**config.mk**
```make
export PLATFORM = sky130hd
export DESIGN_NAME = transfer_sender_session_fsm_flat
export DESIGN_NICKNAME = d
export VERILOG_FILES = /design/src/sv/tss_pkg.sv /design/src/sv/tss_if.sv /design/src/sv/tss_front.sv /design/src/sv/tss_queue.sv /design/src/sv/tss_back.sv /design/src/sv/transfer_sender_session_fsm.sv /design/src/flat_wrapper.sv
export VERILOG_INCLUDE_DIRS = /design/src /design/src/sv
export SDC_FILE = /design/constraint.sdc
export NUM_CORES = 1
export LEC_CHECK = 0
export BUFFER_PORTS_ARGS = -buffer_cell sky130_fd_sc_hd__buf_2
export CAP_MARGIN = 20
export CORE_MARGIN = 2
export CORE_UTILIZATION = 30
export CTS_CLUSTER_SIZE = 16
export DETAILED_ROUTE_END_ITERATION = 10
export SYNTH_ARGS = -nofsm -noshare
export SYNTH_HDL_FRONTEND = slang
export SYNTH_HIERARCHICAL = 1
export SYNTH_SLANG_ARGS = --single-unit
```
**constraint.sdc**
```tcl
create_clock -name clk -period 8.6 [get_ports clk]
set_input_delay 0 -clock clk [delete_from_list [all_inputs] [get_ports clk]]
set_output_delay 0 -clock clk [all_outputs]
set_load 0.005 [all_outputs]
```
**src/sv/transfer_sender_session_fsm_assert.svh**
```systemverilog
// Assertion macros for the transfer sender session back end.
// Each macro samples on the rising edge of clk and is disabled while arst_n is low.
`ifndef TRANSFER_SENDER_SESSION_FSM_ASSERT_SVH
`define TRANSFER_SENDER_SESSION_FSM_ASSERT_SVH

`ifndef NO_ASSERTIONS

// Check that the consequent holds in the same cycle as the antecedent.
`define TSS_ASSERT_IMP(lbl, ante, cons) \
	lbl: assert property (@(posedge clk) disable iff (!arst_n) (ante) |-> (cons)) \
		else $error("tss check failed");

// Check that the consequent holds in the cycle after the antecedent.
`define TSS_ASSERT_NXT(lbl, ante, cons) \
	lbl: assert property (@(posedge clk) disable iff (!arst_n) (ante) |=> (cons)) \
		else $error("tss check failed");

`else

`define TSS_ASSERT_IMP(lbl, ante, cons)
`define TSS_ASSERT_NXT(lbl, ante, cons)

`endif

`endif

```
**src/sv/tss_pkg.sv**
```systemverilog
`timescale 1ns / 1ps

package tss_pkg;

	// Size limit for one transfer, in bytes
	localparam logic [31:0] MAX_TRANSFER_BYTES = 32'd1073741824;

	// Depth of the queue between front and back
	localparam int QUEUE_DEPTH = 2;
	localparam int QUEUE_PTR_W = (QUEUE_DEPTH > 1) ? $clog2(QUEUE_DEPTH) : 1;
	localparam int QUEUE_CNT_W = $clog2(QUEUE_DEPTH + 1);

	// Operations, encoded as on the input op field; NOP covers the unused codes
	typedef enum logic [3:0] {
		CMD_INIT        = 4'd0,
		CMD_START       = 4'd1,
		CMD_START_ACK   = 4'd2,
		CMD_WAIT_START  = 4'd3,
		CMD_DATA        = 4'd4,
		CMD_END         = 4'd5,
		CMD_COMMIT_ACK  = 4'd6,
		CMD_WAIT_COMMIT = 4'd7,
		CMD_CANCEL      = 4'd8,
		CMD_CANCEL_ACK  = 4'd9,
		CMD_FAIL        = 4'd10,
		CMD_INTERRUPT   = 4'd11,
		CMD_CONN_LOST   = 4'd12,
		CMD_TICK        = 4'd13,
		CMD_NOP         = 4'd14
	} cmd_t;

	// Stop reasons
	localparam logic [2:0] RS_NONE      = 3'd0;
	localparam logic [2:0] RS_PROTOCOL  = 3'd1;
	localparam logic [2:0] RS_SIZE      = 3'd2;
	localparam logic [2:0] RS_TIMEOUT   = 3'd3;
	localparam logic [2:0] RS_CANCELLED = 3'd4;
	localparam logic [2:0] RS_CONN_LOST = 3'd5;

	// Transfer kinds
	localparam logic [1:0] KIND_MANUAL    = 2'd0;
	localparam logic [1:0] KIND_DRAG      = 2'd1;
	localparam logic [1:0] KIND_CLIPBOARD = 2'd2;

	// Configuration register indexes
	localparam logic [2:0] CFG_TRANSFER_ID   = 3'd0;
	localparam logic [2:0] CFG_TRANSFER_KIND = 3'd1;
	localparam logic [2:0] CFG_CLIP_REVISION = 3'd2;
	localparam logic [2:0] CFG_SESSION_OK    = 3'd3;
	localparam logic [2:0] CFG_START_TICKS   = 3'd4;
	localparam logic [2:0] CFG_COMMIT_TICKS  = 3'd5;

	// Classified operation handed from front to back
	typedef struct packed {
		cmd_t        cmd;
		logic        ack_match;
		logic [2:0]  rc;
		logic        rc_ok;
		logic [31:0] pos;
		logic [31:0] amt;
		logic        size_over;
		logic        id_ok;
		logic [31:0] arm_ticks;
	} item_t;

endpackage

```
**src/sv/tss_if.sv**
```systemverilog
`timescale 1ns / 1ps

// Operation channel
interface tss_item_if;
	logic        valid;
	logic        ready;
	logic [3:0]  op;
	logic [31:0] ack_transfer_id;
	logic [2:0]  reason_code;
	logic [31:0] position;
	logic [31:0] amount;

	modport source (output valid, op, ack_transfer_id, reason_code, position, amount,
		input ready);
	modport sink (input valid, op, ack_transfer_id, reason_code, position, amount,
		output ready);
endinterface

// Result channel
interface tss_result_if;
	logic        valid;
	logic        ready;
	logic        accepted;
	logic [2:0]  phase_now;
	logic [2:0]  result_reason;
	logic [31:0] next_offset;
	logic [31:0] final_offset;
	logic        start_acked;
	logic        cancel_pending;
	logic        cancel_acked;

	modport source (output valid, accepted, phase_now, result_reason, next_offset,
		final_offset, start_acked, cancel_pending, cancel_acked, input ready);
	modport sink (input valid, accepted, phase_now, result_reason, next_offset,
		final_offset, start_acked, cancel_pending, cancel_acked, output ready);
endinterface

// Configuration write channel
interface tss_cfg_if;
	logic        valid;
	logic        ready;
	logic [2:0]  index;
	logic [63:0] data;

	modport source (output valid, index, data, input ready);
	modport sink (input valid, index, data, output ready);
endinterface

```
**src/sv/tss_front.sv**
```systemverilog
`timescale 1ns / 1ps

module tss_front (
	input  logic             clk,
	input  logic             arst_n,
	tss_item_if.sink         item,
	tss_cfg_if.sink          cfg,
	output logic             push_valid,
	output tss_pkg::item_t   push_item,
	input  logic             push_ready
);

	logic [31:0] transfer_id_q;
	logic [1:0]  transfer_kind_q;
	logic [63:0] clip_revision_q;
	logic        session_ok_q;
	logic [31:0] start_ticks_q;
	logic [31:0] commit_ticks_q;
	logic        id_ok;
	logic [31:0] start_arm;
	logic [31:0] commit_arm;

	// Take configuration writes at any time
	assign cfg.ready = 1'b1;

	always_ff @(posedge clk or negedge arst_n) begin
		if (!arst_n) begin
			transfer_id_q   <= '0;
			transfer_kind_q <= '0;
			clip_revision_q <= '0;
			session_ok_q    <= 1'b0;
			start_ticks_q   <= 32'd1;
			commit_ticks_q  <= 32'd1;
		end else if (cfg.valid) begin
			unique case (cfg.index)
				tss_pkg::CFG_TRANSFER_ID:   transfer_id_q   <= cfg.data[31:0];
				tss_pkg::CFG_TRANSFER_KIND: transfer_kind_q <= cfg.data[1:0];
				tss_pkg::CFG_CLIP_REVISION: clip_revision_q <= cfg.data;
				tss_pkg::CFG_SESSION_OK:    session_ok_q    <= cfg.data[0];
				tss_pkg::CFG_START_TICKS:   start_ticks_q   <= cfg.data[31:0];
				tss_pkg::CFG_COMMIT_TICKS:  commit_ticks_q  <= cfg.data[31:0];
				default: ;
			endcase
		end
	end

	// Check the transfer identity against its kind
	always_comb begin
		id_ok = 1'b0;
		if (transfer_id_q != '0 && session_ok_q) begin
			if (transfer_kind_q == tss_pkg::KIND_CLIPBOARD) begin
				id_ok = (clip_revision_q != '0);
			end else if (transfer_kind_q == tss_pkg::KIND_MANUAL ||
					transfer_kind_q == tss_pkg::KIND_DRAG) begin
				id_ok = (clip_revision_q == '0);
			end
		end
	end

	// A zero tick count counts as one
	assign start_arm  = (start_ticks_q == '0) ? 32'd1 : start_ticks_q;
	assign commit_arm = (commit_ticks_q == '0) ? 32'd1 : commit_ticks_q;

	// Classify the operation and attach the checks that need no session state
	always_comb begin
		push_item.cmd       = (item.op <= 4'(tss_pkg::CMD_TICK)) ?
			tss_pkg::cmd_t'(item.op) : tss_pkg::CMD_NOP;
		push_item.ack_match = (item.ack_transfer_id == transfer_id_q);
		push_item.rc        = item.reason_code;
		push_item.rc_ok     = (item.reason_code <= tss_pkg::RS_CONN_LOST);
		push_item.pos       = item.position;
		push_item.amt       = item.amount;
		push_item.size_over = (item.amount > tss_pkg::MAX_TRANSFER_BYTES);
		push_item.id_ok     = id_ok;
		push_item.arm_ticks = (push_item.cmd == tss_pkg::CMD_WAIT_COMMIT) ?
			commit_arm : start_arm;
	end

	// Pass the transfer straight into the queue
	assign push_valid = item.valid;
	assign item.ready = push_ready;

endmodule

```
**src/sv/tss_queue.sv**
```systemverilog
`timescale 1ns / 1ps

module tss_queue (
	input  logic             clk,
	input  logic             arst_n,
	input  logic             push_valid,
	input  tss_pkg::item_t   push_item,
	output logic             push_ready,
	input  logic             pop,
	output logic             head_valid,
	output tss_pkg::item_t   head_item
);

	localparam int unsigned LAST = tss_pkg::QUEUE_DEPTH - 1;

	tss_pkg::item_t                   entries_q [tss_pkg::QUEUE_DEPTH];
	logic [tss_pkg::QUEUE_PTR_W-1:0] wr_ptr_q;
	logic [tss_pkg::QUEUE_PTR_W-1:0] rd_ptr_q;
	logic [tss_pkg::QUEUE_CNT_W-1:0] count_q;
	logic                            do_push;
	logic                            do_pop;

	assign push_ready = (count_q != tss_pkg::QUEUE_CNT_W'(tss_pkg::QUEUE_DEPTH));
	assign head_valid = (count_q != '0);
	assign head_item  = entries_q[rd_ptr_q];
	assign do_push    = push_valid && push_ready;
	assign do_pop     = pop && head_valid;

	// Store the entry; entries carry no reset
	always_ff @(posedge clk) begin
		if (do_push) begin
			entries_q[wr_ptr_q] <= push_item;
		end
	end

	// Advance pointers and the fill count
	always_ff @(posedge clk or negedge arst_n) begin
		if (!arst_n) begin
			wr_ptr_q <= '0;
			rd_ptr_q <= '0;
			count_q  <= '0;
		end else begin
			if (do_push) begin
				wr_ptr_q <= (wr_ptr_q == tss_pkg::QUEUE_PTR_W'(LAST)) ? '0 : wr_ptr_q + 1'b1;
			end
			if (do_pop) begin
				rd_ptr_q <= (rd_ptr_q == tss_pkg::QUEUE_PTR_W'(LAST)) ? '0 : rd_ptr_q + 1'b1;
			end
			if (do_push && !do_pop) begin
				count_q <= count_q + 1'b1;
			end else if (do_pop && !do_push) begin
				count_q <= count_q - 1'b1;
			end
		end
	end

endmodule

```
**src/sv/tss_back.sv**
```systemverilog
`timescale 1ns / 1ps

`include "transfer_sender_session_fsm_assert.svh"

module tss_back (
	input  logic             clk,
	input  logic             arst_n,
	input  logic             head_valid,
	input  tss_pkg::item_t   head_item,
	output logic             pop,
	tss_result_if.source     result
);

	typedef enum logic [2:0] {
		PH_CREATED     = 3'd0,
		PH_WAIT_START  = 3'd1,
		PH_STREAMING   = 3'd2,
		PH_WAIT_COMMIT = 3'd3,
		PH_COMMITTED   = 3'd4,
		PH_STOPPED     = 3'd5
	} phase_t;

	phase_t      phase_q, phase_d;
	logic [2:0]  reason_q, reason_d;
	logic [31:0] total_q, total_d;
	logic [31:0] expected_q, expected_d;
	logic [31:0] end_q, end_d;
	logic        start_ack_q, start_ack_d;
	logic        cancel_q, cancel_d;
	logic        cancel_ack_q, cancel_ack_d;
	logic [31:0] counter_q, counter_d;
	logic        armed_q, armed_d;
	logic        acc;
	logic        can_stop;
	logic        data_ok;
	logic [31:0] counter_dec;

	logic        out_valid_q;
	logic        out_acc_q;
	logic [2:0]  out_phase_q;
	logic [2:0]  out_reason_q;
	logic [31:0] out_next_q;
	logic [31:0] out_final_q;
	logic        out_start_q;
	logic        out_cancel_q;
	logic        out_cancel_ack_q;

	// Take the next operation when the result slot is free or being emptied
	assign pop = head_valid && (!out_valid_q || result.ready);

	assign can_stop    = (phase_q != PH_COMMITTED) && (phase_q != PH_STOPPED);
	assign counter_dec = counter_q - 32'd1;
	assign data_ok     = (head_item.amt != '0) && (head_item.pos == expected_q) &&
		(head_item.pos <= total_q) && (head_item.amt <= total_q - head_item.pos);

	// Apply one operation to the session state
	always_comb begin
		phase_d      = phase_q;
		reason_d     = reason_q;
		total_d      = total_q;
		expected_d   = expected_q;
		end_d        = end_q;
		start_ack_d  = start_ack_q;
		cancel_d     = cancel_q;
		cancel_ack_d = cancel_ack_q;
		counter_d    = counter_q;
		armed_d      = armed_q;
		acc          = 1'b0;
		unique case (head_item.cmd)
			tss_pkg::CMD_INIT: begin
				total_d      = '0;
				expected_d   = '0;
				end_d        = '0;
				start_ack_d  = 1'b0;
				cancel_d     = 1'b0;
				cancel_ack_d = 1'b0;
				counter_d    = '0;
				armed_d      = 1'b0;
				if (head_item.id_ok) begin
					phase_d  = PH_CREATED;
					reason_d = tss_pkg::RS_NONE;
					acc      = 1'b1;
				end else begin
					phase_d  = PH_STOPPED;
					reason_d = tss_pkg::RS_PROTOCOL;
				end
			end
			tss_pkg::CMD_START: begin
				if (phase_q == PH_CREATED) begin
					if (head_item.size_over) begin
						phase_d  = PH_STOPPED;
						reason_d = tss_pkg::RS_SIZE;
					end else begin
						total_d = head_item.amt;
						phase_d = PH_WAIT_START;
						acc     = 1'b1;
					end
				end
			end
			tss_pkg::CMD_START_ACK: begin
				if (head_item.ack_match && phase_q == PH_WAIT_START && head_item.rc_ok) begin
					if (head_item.rc == tss_pkg::RS_NONE) begin
						phase_d     = PH_STREAMING;
						start_ack_d = 1'b1;
					end else begin
						phase_d  = PH_STOPPED;
						reason_d = head_item.rc;
					end
					acc = 1'b1;
				end
			end
			tss_pkg::CMD_WAIT_START: begin
				if (phase_q == PH_CREATED) begin
					phase_d  = PH_STOPPED;
					reason_d = tss_pkg::RS_PROTOCOL;
				end else if (phase_q == PH_WAIT_START) begin
					if (!armed_q) begin
						counter_d = head_item.arm_ticks;
						armed_d   = 1'b1;
					end
					acc = 1'b1;
				end else if (phase_q == PH_STREAMING) begin
					acc = 1'b1;
				end
			end
			tss_pkg::CMD_DATA: begin
				if (phase_q == PH_STREAMING && data_ok) begin
					expected_d = expected_q + head_item.amt;
					acc        = 1'b1;
				end
			end
			tss_pkg::CMD_END: begin
				if (phase_q == PH_STREAMING && head_item.pos == expected_q &&
						head_item.pos == total_q) begin
					end_d   = head_item.pos;
					phase_d = PH_WAIT_COMMIT;
					acc     = 1'b1;
				end
			end
			tss_pkg::CMD_COMMIT_ACK: begin
				if (head_item.ack_match && phase_q == PH_WAIT_COMMIT && head_item.rc_ok) begin
					phase_d = (head_item.rc == tss_pkg::RS_NONE) ? PH_COMMITTED : PH_STOPPED;
					reason_d = head_item.rc;
					acc      = 1'b1;
				end
			end
			tss_pkg::CMD_WAIT_COMMIT: begin
				if (phase_q == PH_CREATED || phase_q == PH_WAIT_START ||
						phase_q == PH_STREAMING) begin
					phase_d  = PH_STOPPED;
					reason_d = tss_pkg::RS_PROTOCOL;
				end else if (phase_q == PH_WAIT_COMMIT) begin
					if (!armed_q) begin
						counter_d = head_item.arm_ticks;
						armed_d   = 1'b1;
					end
					acc = 1'b1;
				end else if (phase_q == PH_COMMITTED) begin
					acc = 1'b1;
				end
			end
			tss_pkg::CMD_CANCEL: begin
				if (phase_q != PH_COMMITTED && !cancel_q &&
						head_item.rc != tss_pkg::RS_NONE && head_item.rc_ok) begin
					if (can_stop) begin
						phase_d  = PH_STOPPED;
						reason_d = head_item.rc;
					end
					cancel_d = 1'b1;
					acc      = 1'b1;
				end
			end
			tss_pkg::CMD_CANCEL_ACK: begin
				if (head_item.ack_match && cancel_q && !cancel_ack_q &&
						head_item.rc == tss_pkg::RS_NONE) begin
					cancel_ack_d = 1'b1;
					acc          = 1'b1;
				end
			end
			tss_pkg::CMD_FAIL: begin
				if (head_item.rc != tss_pkg::RS_NONE && head_item.rc_ok && can_stop) begin
					phase_d  = PH_STOPPED;
					reason_d = head_item.rc;
					acc      = 1'b1;
				end
			end
			tss_pkg::CMD_INTERRUPT: begin
				if (can_stop) begin
					phase_d  = PH_STOPPED;
					reason_d = tss_pkg::RS_CANCELLED;
					acc      = 1'b1;
				end
			end
			tss_pkg::CMD_CONN_LOST: begin
				if (can_stop) begin
					phase_d  = PH_STOPPED;
					reason_d = tss_pkg::RS_CONN_LOST;
					acc      = 1'b1;
				end
			end
			tss_pkg::CMD_TICK: begin
				if (armed_q) begin
					acc       = 1'b1;
					counter_d = counter_dec;
					if (counter_dec == '0) begin
						armed_d = 1'b0;
						if (can_stop) begin
							phase_d  = PH_STOPPED;
							reason_d = tss_pkg::RS_TIMEOUT;
						end
					end
				end
			end
			default: ;
		endcase
		// Drop the timer outside the two wait phases
		if (phase_d != PH_WAIT_START && phase_d != PH_WAIT_COMMIT) begin
			armed_d   = 1'b0;
			counter_d = '0;
		end
	end

	// Hold session state and the result register
	always_ff @(posedge clk or negedge arst_n) begin
		if (!arst_n) begin
			phase_q          <= PH_STOPPED;
			reason_q         <= tss_pkg::RS_PROTOCOL;
			total_q          <= '0;
			expected_q       <= '0;
			end_q            <= '0;
			start_ack_q      <= 1'b0;
			cancel_q         <= 1'b0;
			cancel_ack_q     <= 1'b0;
			counter_q        <= '0;
			armed_q          <= 1'b0;
			out_valid_q      <= 1'b0;
			out_acc_q        <= 1'b0;
			out_phase_q      <= '0;
			out_reason_q     <= '0;
			out_next_q       <= '0;
			out_final_q      <= '0;
			out_start_q      <= 1'b0;
			out_cancel_q     <= 1'b0;
			out_cancel_ack_q <= 1'b0;
		end else begin
			if (pop) begin
				phase_q          <= phase_d;
				reason_q         <= reason_d;
				total_q          <= total_d;
				expected_q       <= expected_d;
				end_q            <= end_d;
				start_ack_q      <= start_ack_d;
				cancel_q         <= cancel_d;
				cancel_ack_q     <= cancel_ack_d;
				counter_q        <= counter_d;
				armed_q          <= armed_d;
				out_valid_q      <= 1'b1;
				out_acc_q        <= acc;
				out_phase_q      <= phase_d;
				out_reason_q     <= reason_d;
				out_next_q       <= expected_d;
				out_final_q      <= end_d;
				out_start_q      <= start_ack_d;
				out_cancel_q     <= cancel_d;
				out_cancel_ack_q <= cancel_ack_d;
			end else if (result.ready) begin
				out_valid_q <= 1'b0;
			end
		end
	end

	assign result.valid          = out_valid_q;
	assign result.accepted       = out_acc_q;
	assign result.phase_now      = out_phase_q;
	assign result.result_reason  = out_reason_q;
	assign result.next_offset    = out_next_q;
	assign result.final_offset   = out_final_q;
	assign result.start_acked    = out_start_q;
	assign result.cancel_pending = out_cancel_q;
	assign result.cancel_acked   = out_cancel_ack_q;

	`TSS_ASSERT_IMP(a_armed_in_wait, armed_q, (phase_q == PH_WAIT_START || phase_q == PH_WAIT_COMMIT))
	`TSS_ASSERT_IMP(a_armed_nonzero, armed_q, counter_q != '0)
	`TSS_ASSERT_IMP(a_stream_in_bounds, phase_q == PH_STREAMING, expected_q <= total_q)
	`TSS_ASSERT_IMP(a_commit_clean, phase_q == PH_COMMITTED, reason_q == tss_pkg::RS_NONE)
	`TSS_ASSERT_NXT(a_stall_holds, out_valid_q && !result.ready, out_valid_q)

endmodule

```
**src/sv/transfer_sender_session_fsm.sv**
```systemverilog
`timescale 1ns / 1ps
// A result follows its operation transfer through the queue entry, then the result
// register, before it transfers on the result channel.
// Throughput: one operation per cycle while results are taken; the back end updates the
// session state; the 2-entry queue and the result register let each side stall on its own.
// Reset (arst_n low, asynchronous): phase stopped with reason protocol error, counters,
// offsets, flags, queue and result register cleared; registers 0, tick counts 1.

module transfer_sender_session_fsm (
	input  logic          clk,
	input  logic          arst_n,
	tss_item_if.sink      item,
	tss_result_if.source  result,
	tss_cfg_if.sink       cfg
);

	logic           push_valid;
	logic           push_ready;
	tss_pkg::item_t push_item;
	logic           head_valid;
	tss_pkg::item_t head_item;
	logic           pop;

	tss_front u_front (
		.clk        (clk),
		.arst_n     (arst_n),
		.item       (item),
		.cfg        (cfg),
		.push_valid (push_valid),
		.push_item  (push_item),
		.push_ready (push_ready)
	);

	tss_queue u_queue (
		.clk        (clk),
		.arst_n     (arst_n),
		.push_valid (push_valid),
		.push_item  (push_item),
		.push_ready (push_ready),
		.pop        (pop),
		.head_valid (head_valid),
		.head_item  (head_item)
	);

	tss_back u_back (
		.clk        (clk),
		.arst_n     (arst_n),
		.head_valid (head_valid),
		.head_item  (head_item),
		.pop        (pop),
		.result     (result)
	);

endmodule

```
**src/flat_wrapper.sv**
```systemverilog
// flat-port wrapper written by rule: the top's interface ports become plain ports
module transfer_sender_session_fsm_flat 
  (clk, arst_n, item_valid, item_op, item_ack_transfer_id, item_reason_code, item_position, item_amount, item_ready, result_valid, result_accepted, result_phase_now, result_result_reason, result_next_offset, result_final_offset, result_start_acked, result_cancel_pending, result_cancel_acked, result_ready, cfg_valid, cfg_index, cfg_data, cfg_ready);
  tss_item_if item_i ();
  tss_result_if result_i ();
  tss_cfg_if cfg_i ();
  input  logic clk;
  input  logic arst_n;
  input wire logic [$bits(item_i.valid)-1:0] item_valid;
  input wire logic [$bits(item_i.op)-1:0] item_op;
  input wire logic [$bits(item_i.ack_transfer_id)-1:0] item_ack_transfer_id;
  input wire logic [$bits(item_i.reason_code)-1:0] item_reason_code;
  input wire logic [$bits(item_i.position)-1:0] item_position;
  input wire logic [$bits(item_i.amount)-1:0] item_amount;
  output wire logic [$bits(item_i.ready)-1:0] item_ready;
  output wire logic [$bits(result_i.valid)-1:0] result_valid;
  output wire logic [$bits(result_i.accepted)-1:0] result_accepted;
  output wire logic [$bits(result_i.phase_now)-1:0] result_phase_now;
  output wire logic [$bits(result_i.result_reason)-1:0] result_result_reason;
  output wire logic [$bits(result_i.next_offset)-1:0] result_next_offset;
  output wire logic [$bits(result_i.final_offset)-1:0] result_final_offset;
  output wire logic [$bits(result_i.start_acked)-1:0] result_start_acked;
  output wire logic [$bits(result_i.cancel_pending)-1:0] result_cancel_pending;
  output wire logic [$bits(result_i.cancel_acked)-1:0] result_cancel_acked;
  input wire logic [$bits(result_i.ready)-1:0] result_ready;
  input wire logic [$bits(cfg_i.valid)-1:0] cfg_valid;
  input wire logic [$bits(cfg_i.index)-1:0] cfg_index;
  input wire logic [$bits(cfg_i.data)-1:0] cfg_data;
  output wire logic [$bits(cfg_i.ready)-1:0] cfg_ready;
  assign item_i.valid = item_valid;
  assign item_i.op = item_op;
  assign item_i.ack_transfer_id = item_ack_transfer_id;
  assign item_i.reason_code = item_reason_code;
  assign item_i.position = item_position;
  assign item_i.amount = item_amount;
  assign item_ready = item_i.ready;
  assign result_valid = result_i.valid;
  assign result_accepted = result_i.accepted;
  assign result_phase_now = result_i.phase_now;
  assign result_result_reason = result_i.result_reason;
  assign result_next_offset = result_i.next_offset;
  assign result_final_offset = result_i.final_offset;
  assign result_start_acked = result_i.start_acked;
  assign result_cancel_pending = result_i.cancel_pending;
  assign result_cancel_acked = result_i.cancel_acked;
  assign result_i.ready = result_ready;
  assign cfg_i.valid = cfg_valid;
  assign cfg_i.index = cfg_index;
  assign cfg_i.data = cfg_data;
  assign cfg_ready = cfg_i.ready;
  transfer_sender_session_fsm u_core (.clk(clk), .arst_n(arst_n), .item(item_i), .result(result_i), .cfg(cfg_i));
endmodule
```
# == After elaboration in Yosys (flattened, before gate mapping) ==
# Memories as Yosys holds them, arrays and structs flattened.
# Index checks and enable logic that the tools add are counted.
# word_totals
reg_bits,313
ramBits,214
inputBits,175
output_inout_bits,77
word_cells,252
n_memories,1
# memory_table
memory,depth,width,read_ports,rd_clocked_by_memory_dff,write_ports,line,rtl
u_core.u_queue.entries_q,2,107,1,0,1,tss_queue.sv:16,tss_pkg::item_t entries_q [tss_pkg::QUEUE_DEPTH];
# classes
n_addsub,7
order_cmp,5
n_eq_ne,46
muxes,97
reduce_logical,73
# ops
op,n
two-way mux 32 bit,14
case mux 32 bit (2 select lines),3
case mux 32 bit (4 select lines),1
equality test 32 bit,3
logical NOT 32 bit,3
two-way mux 3 bit,29
case mux 3 bit (11 select lines),2
less-or-equal comparator 32 bit,2
logical NOT 64 bit,1
nonzero test 32 bit,2
nonzero test 64 bit,1
two-way mux 1 bit,40
adder 32 bit,1
"greater-than comparator 32 x 31 -> 1 bit, second input constant",1
"subtractor 32 x 1 -> 32 bit, second input constant",1
subtractor 32 bit,1
logical AND 1 bit,26
"equality test 4 bit, second input constant",6
"inequality test 3 bit, second input constant",7
"equality test 4 x 3 -> 1 bit, second input constant",5
"inequality test 2 bit, second input constant",9
nonzero test 2 bit,9
case mux 1 bit (13 select lines),1
"equality test 3 x 2 -> 1 bit, second input constant",4
30 further kinds,56

# == Depth between registers and ports, before layout ==
# Gate-level depths: netlist of the first run.
# logic_depth
depth_word,10
depth_mapped,29
mapped_depth_nobuf,24

# == By module ==
# Netlist of the first run, hierarchy kept.
# by_module_without_submodules
mod,instances,cells_each,area_each_um2,seq_area_each_um2
tss_back,1,1549,12433.2,3582.2
tss_front,1,579,8219.1,4081.4
tss_queue,1,351,7985.2,6526.3

# == Least setup slack after synthesis of the first run ==
# OpenSTA, ideal clock, no wires.
# synth_timing
path_type,flip-flop to flip-flop
from,register u_core/u_queue/count_q[0] in the netlist's numbering
to,memory u_core/u_queue/entries_q[0][0] in the netlist's numbering (enable)
setup_ps,574
t_arrival_ps,5076
required_time_ps,8026
slack_ps,2950
stages_incl_launch_ff,4
path_buffers,0
synth_period_minus_slack_ps,5650
path_cell_list,dfrtp_1 -> nand2b_1 -> nand2_1 -> nor2_1
# synth_via
elab_chain_len,4
# synth_lines
item,line,rtl
from (decl),tss_queue.sv:19,logic [tss_pkg::QUEUE_CNT_W-1:0] count_q;
from (signal assigned),tss_queue.sv:50,count_q <= count_q + 1'b1;
from (signal assigned),tss_queue.sv:52,count_q <= count_q - 1'b1;
inequality test 2 bit,tss_queue.sv:23,assign push_ready = (count_q != tss_pkg::QUEUE_CNT_W'(tss_pkg::QUEUE_DEPTH));
net u_core.push_ready,transfer_sender_session_fsm.sv:18,logic push_ready;
logical AND 1 bit,tss_queue.sv:26,assign do_push = push_valid && push_ready;
two-way mux 1 bit,tss_queue.sv:31,if (do_push) begin
two-way mux 1 bit (not written as such),tss_queue.sv:32,entries_q[wr_ptr_q] <= push_item;
to (decl),tss_queue.sv:16,
# The timed path passes the listed nets, and every way through them passes these cells.

==> results.cfg, run 1 <==
[setup_path]
crit_path_top_delay_cell = dfrtp_4
cp_num_buf_inv = 3
path_cells = buf_4 > mux2_2 > inv_1 > ha_1 > a211oi_1 > o21ai_0 > nor3_1 > o31a_1 > o21ai_0 > o41ai_1 > nor2_1 > a311oi_1 > ha_1 > nand4_1 > and3b_1 > a211oi_1 > o21ai_0 > o21a_1 > or3_1 > a31o_2 > buf_4 > or2_2 > o21ai_0
cpPeakStageDelay_ps = 950
crit_type = flop to flop
start_kind = flop
cp-end-kind = flop
crit_top_cell = o21ai_0
cp_data_required_time_ps = 9140
cp.arrival_ps = 7610
path_delay_family = compound AO/OA/AOI/OAI gates
crit_fanout = 57

[sta]
hold_viol_final = 8
finClkSkew_ps = 17.1
worst_hold_slack_ps = -21.0
slew_violations = 0
fmax_ghz = 0.142
tightest_slew_ps = 1000
rsz0062_at_grt = false
layout_min_cycle_time_ps = 7070
relSlewSlack = 0.332
setup_violations = 0
setup_tns_ps = 0
min_period_over_period = 0.822

[clocking]
htreeDepth = 2
cts_resized = 0
cts_inserted_buffers = 57
clock_sinks = 524
cts.path.max_buffers = 3
root_buffer = clkbuf_16
tritoncts = yes
post_cts_buffers = 0
clk_pin_slew_ps = 60
clkLatencyLatePin_ps = 630

[logic_synthesis]
syn_area_um2 = 28600
ys_types = 99
netlist_instances = 2479
yosys_most_used_dff = dfrtp_1
syn-num-nets = 2754
synth_warnings = 6
async_flop_share = 0.592
synth_edf_count = 214
yosysSeqAreaShare = 0.495
syn_area_per_cell_um2 = 11.6
ys_seq_elements = 524

[floorplan]
rows = 113
dieWidth_um = 313
num_io_pins = 252
die_h_um = 313
die_area_um2 = 97900
core_um2 = 94900
initial_core_util = 0.302

[global_routing]
grt_overflow = 0
grt_usage = 0.170
busiest_layer = met2
antenna_found_initial = 3
grt_pass1_wl_mm = 128
grt_max_degree = 138
grt_pass1_vias = 21074
met2_usage = 0.295
gr-usage-met1 = 0.216
grt_use_met3 = 0.0300

[power_and_ir_drop]
irDropWorstVdd_mv = 0.186
power_leakage_nw = 14.1
powerDensity_nw_per_um2 = 328

[run_status]
status = finished, violations left
violations = negative hold slack

[cells_and_area]
utilization = 0.359
nets = 3052
fillers = 9366
area_delta_synth_final_pct = 18.8
diodes = 0
drive_above_1_share = 0.254

[route]
dr_total_vias = 20981
ant_nets = 0
drc = 0
drt-initial-drc-count = 1424
routed_via_density = 5.13
wl_per_cell_um = 20.6
drtPass1Iterations = 5
routed_wl_mm = 84.4

[worst_hold_path]
hold_class = input port to async pin

[flow_run]
max-cap-violations = 0

[placement]
io_buffers = 250
detailed_place_hpwl_mm = 60.4
gp_congestion = 0.920
==> per-stage QoR <==
step	hold WS (ps)	area, µm²	power, mW	setup slack (ps)	cells
detailed placement	116	30500	8.48	1620	3834
floorplan	-296	28600	7.06	2950	2479
finish	-21.0	34000	11.2	1530	4090
global route	57.0	34000	11.9	964	4090
CTS	30.2	34000	11.2	1620	4088
global placement	116	30500	8.45	1800	3834
==> routing by layer <==
metal  up-vias  part of all wire
met5         -           0.00036
met4         4             0.026
met3       133             0.058
met2       708              0.49
met1     10366              0.42
li1       9770                 -
==> repair_timing <==
item,in CTS,in global routing
setup endpoints to repair,0,0
hold buffers,147,0
hold endpoints to repair,426,0
==> placed cells by master (no fill, tap or decap), types with 60 or more instances in the layout <==
cell           instances
inv_1                 73
ha_1                  98
o31ai_1               60
nand2_1              225
edfxtp_1             214
dfrtp_1              304
xnor2_1               60
nor4_1                78
dlygate4sd3_1        147
buf_2                249
clkbuf_16             60
nor2_1                79
a21oi_1              105
xor2_1                74
mux2_4                80
mux2_2               206
o21ai_0              101
==> area by class of cell <==
cell class	instances	area, µm²	area share
flip-flops and latches	524	14200	0.417
multi-input cells	1697	13000	0.382
repair buffers	424	2970	0.0874
clock buffers	74	1630	0.0480
well taps	1265	1580	0.0465
clock inverters	33	375	0.0110
inverters	73	274	0.00806
==> sequential cells by signal, indices dropped and copies added, names as in the netlist, 2 cells and up, named ones only <==
signal	count
u_core/u_front/transfer_id_q	32
u_core/u_front/commit_ticks_q	32
u_core/u_back/result.final_offset	32
u_core/u_back/result.phase_now	2
u_core/u_back/counter_q	32
u_core/u_back/total_q	32
u_core/u_queue/count_q	2
u_core/u_front/transfer_kind_q	2
u_core/u_front/start_ticks_q	32
u_core/u_queue/entries_q	214
u_core/u_back/result.next_offset	32
u_core/u_back/phase_q	3
u_core/u_front/clip_revision_q	64
==> power by group <==
group | switching, mW | internal, mW
logic | 2.93 | 1.91
registers | 0.460 | 3.27
clock network | 1.07 | 1.53
==> path summary, 6_finish.rpt <==
kind                                                       startpoint                                     to  slack [ps]  cells past startpoint
worst max-delay path                          u_core/u_queue/rd_ptr_q   u_core/u_back/result.next_offset[26]        1530                     23
worst min-delay path                                           arst_n        u_core/u_front/transfer_id_q[9]         -20                      2
worst max register to register                u_core/u_queue/rd_ptr_q   u_core/u_back/result.next_offset[26]        1530                     23
worst min register to register  u_core/u_back/result.final_offset[25]  u_core/u_back/result.final_offset[25]         480                      2
max in group asynchronous                                      arst_n   u_core/u_back/result.final_offset[4]        6450                      4
min in group clk                                    item_position[18]        u_core/u_queue/entries_q[0][84]         110                      2
==> synth_stat cells (7+ instances only) <==
| cell type | instances | area, µm² |
|---|---|---|
| mux2_4 | 80 | 1200 |
| inv_1 | 73 | 274 |
| a32oi_1 | 7 | 61.3 |
| xnor2_1 | 60 | 526 |
| nor2_1 | 81 | 304 |
| or2_2 | 7 | 43.8 |
| o211ai_1 | 11 | 82.6 |
| dfrtp_1 | 305 | 7630 |
| o221ai_1 | 10 | 87.6 |
| nand2b_1 | 17 | 106 |
| a21oi_1 | 105 | 526 |
| nand2_1 | 225 | 845 |
| buf_2 | 16 | 80.1 |
| buf_4 | 75 | 563 |
| nor3_1 | 57 | 285 |
| and3_1 | 9 | 56.3 |
| ha_1 | 98 | 1230 |
| a31oi_1 | 10 | 62.6 |
| nand4_1 | 44 | 275 |
| mux2_1 | 14 | 158 |
| mux2_2 | 206 | 2320 |
| a211oi_1 | 17 | 128 |
| edfxtp_1 | 214 | 6430 |
| or4_1 | 12 | 90.1 |
| o41ai_1 | 7 | 61.3 |
| o31ai_1 | 60 | 450 |
| a21o_1 | 47 | 353 |
| nor2b_1 | 15 | 93.8 |
| clkbuf_1 | 68 | 255 |
| nor4_1 | 78 | 488 |
| buf_6 | 18 | 203 |
| or3_1 | 27 | 169 |
| xor2_1 | 74 | 648 |
| a22oi_1 | 13 | 97.6 |
| o21ai_0 | 101 | 505 |
| o21a_1 | 12 | 90.1 |
| o21bai_1 | 7 | 52.6 |
| nand3_1 | 46 | 230 |
==> cell families after synthesis <==
logic type      after synthesis  synth area share
fa+ha+maj                   100            0.0442
flops                       524             0.495
mux                         304             0.130
buf+inv                     258            0.0525
other cells                   1          0.000131
compound gates              477             0.111
simple gates                681             0.125
xor+xnor                    134            0.0410
Note: power is estimated with default switching activity, not from simulation.
==> run 2: changes to the inputs <==
==> constraint.sdc (replaced) <==
create_clock -name clk -period 6.53 [get_ports clk]
set_input_delay 0 -clock clk [delete_from_list [all_inputs] [get_ports clk]]
set_output_delay 0 -clock clk [all_outputs]
set_load 0.005 [all_outputs]
==> run 2 against run 1 <==
The run now ends clean. First-iteration DRC count rose by 8.4%. Wire length rose by 2.0%. Sequential power rose by 29%. Setup slack got worse by 1200 ps. Clock skew rose by 4.1 ps. Global-route usage rose by 0.19 points. Design area rose by 0.56%. Worst hold slack improved by 120 ps. Highest routed layer is now met4.
==> results.cfg, run 2 (synthesis results as in run 1) <==
[setup_path]
cpPeakStageDelay_ps = 500
crit_type = flop to flop
cp-end-kind = flop
crit_top_cell = a21oi_1
cp_data_required_time_ps = 7100
crit_fanout = 6
cp_num_buf_inv = 3
start_kind = flop
cp.arrival_ps = 6790
path_delay_family = compound AO/OA/AOI/OAI gates
crit_path_top_delay_cell = dfrtp_4

[cells_and_area]
largest_reg_flops = 214
area_delta_synth_final_pct = 19.4
drive_above_1_share = 0.259
layout_commonest_cell = dfrtp_1
nets = 3074
diodes = 0
top_register = u_core/u_queue/entries_q
layout_common_cells = 304 x dfrtp_1, 249 x buf_2, 225 x nand2_1, 214 x edfxtp_1, 206 x mux2_2
reg_top3 = u_core/u_queue/entries_q x214, u_core/u_front/clip_revision_q x64
finalNonFillerCells = 4113

[power_and_ir_drop]
seq_power_share = 0.326
p_int_mw = 8.86
power_frac_clock = 0.229
power_leakage_nw = 14.2
combPwrFrac = 0.445
sw_frac_of_total = 0.402
irDropWorstVdd_mv = 0.241
powerDensity_nw_per_um2 = 433
switchingPower_mw = 5.95

[placement]
place_inst = 3847
gp_congestion = 0.936
detailed_place_hpwl_mm = 61.8
io_buffers = 250

[clocking]
cts_inserted_buffers = 57
clock_sinks = 524
clkLatencyLatePin_ps = 640
cts.path.max_buffers = 3
tritoncts = yes
htreeDepth = 2
clk_pin_slew_ps = 60
root_buffer = clkbuf_16

[sta]
finClkSkew_ps = 21.1
hold_viol_final = 0
tightest_slew_ps = 1070
min_period_over_period = 0.953
layout_min_cycle_time_ps = 6230
setup_tns_ps = 0
slew_violations = 0
relSlewSlack = 0.283
fmax_ghz = 0.161
setup_violations = 0

[global_routing]
grt_overflow = 0
grt_usage = 0.171
grt_pass1_vias = 21035
grt_pass1_wl_mm = 130
grt_max_degree = 117
antenna_found_initial = 0

[floorplan]
die_area_um2 = 97900
dieWidth_um = 313
die_h_um = 313
core_um2 = 94900
rows = 113
initial_core_util = 0.302
num_io_pins = 252

[route]
wl_per_cell_um = 20.9
ant_nets = 0
drt-initial-drc-count = 1544
dr_total_vias = 21168
drc = 0
routed_via_density = 5.15
drtPass1Iterations = 5
routed_wl_mm = 86.1

[run_status]
status = finished clean

[flow_run]
max-cap-violations = 0

[worst_hold_path]
hold_class = input port to flop
## run 2: cell types whose count changed in the layout (fill, tap and decap cells not counted), moves of 2 or more
| cell | before | now |
|---|---|---|
| clkinv_1 | 3 | 7 |
| buf_16 | 0 | 2 |
| clkbuf_8 | 8 | 4 |
| buf_4 | 23 | 42 |
| clkinv_4 | 4 | 1 |
| clkinv_2 | 9 | 13 |
## run 2: metrics by stage
stage | cell area, µm² | total power, mW | hold WS, ps | setup WS, ps | util
after global placement | 30600 | 11.2 | 55.2 | 279 | 0.322
final | 34200 | 14.8 | 99.2 | 304 | 0.361
after detailed placement | 30600 | 11.2 | 50.5 | 112 | 0.322
after CTS | 34100 | 14.8 | 50.8 | 93.1 | 0.359
after floorplan | 28600 | 9.29 | -296 | 880 | -
after global routing | 34200 | 15.7 | 87.9 | -16.0 | 0.361
## run 2: routing by layer
metal / vias to the layer above / share of wire / routed length, µm / GRT usage
met3: 135 / 0.060 / 5150 / 0.0269
met4: 0 / 0.027 / 2360 / 0.0502
met2: 737 / 0.49 / 42100 / 0.298
met1: 10466 / 0.42 / 36500 / 0.220
li1: 9830 / - / - / -
met5: - / 0 / 0 / 0
## run 2: path summary, 6_finish.rpt
| kind | start | endpoint | slack (ps) | depth (start not counted) |
|---|---|---|---|---|
| min in group asynchronous | arst_n | u_core/u_front/commit_ticks_q[0] | 520 | 3 |
| max in group asynchronous | arst_n | u_core/u_queue/rd_ptr_q | 5130 | 4 |
| worst min register to register | u_core/u_back/result.phase_now[2] | u_core/u_back/result.phase_now[2] | 480 | 2 |
| worst max-delay path | u_core/u_queue/rd_ptr_q | u_core/u_back/result.next_offset[30] | 300 | 26 |
| worst min-delay path | item_position[17] | u_core/u_queue/entries_q[1][83] | 100 | 2 |
| worst max register to register | u_core/u_queue/rd_ptr_q | u_core/u_back/result.next_offset[30] | 300 | 26 |
## run 2: what timing repair did
action,4_1_cts,5_1_grt
resized for setup,0,5
setup endpoints to repair,0,32
hold buffers,148,0
setup buffers,0,7
endpoints found under the hold margin,389,0
## run 2: power groups by stage
stage / Clock (mW) / Combinational [mW] / Sequential, mW
after detailed placement: 0 / 6.31 / 4.92
after global routing: 3.62 / 7.20 / 4.92
after floorplan: 0 / 4.57 / 4.72
after CTS: 3.48 / 6.43 / 4.86
after global placement: 0 / 6.30 / 4.91
final: 3.39 / 6.59 / 4.83
## run 2: layout make-up
| cell class | instances | area [µm²] |
|---|---|---|
| Fill cell | 9306 | 60700 |
| Sequential cell | 524 | 14200 |
| Multi-Input combinational cell | 1698 | 13000 |
| Timing Repair Buffer | 445 | 3170 |
| Tap cell | 1265 | 1580 |
| Clock buffer | 70 | 1560 |
| Clock inverter | 38 | 409 |
| Inverter | 73 | 274 |
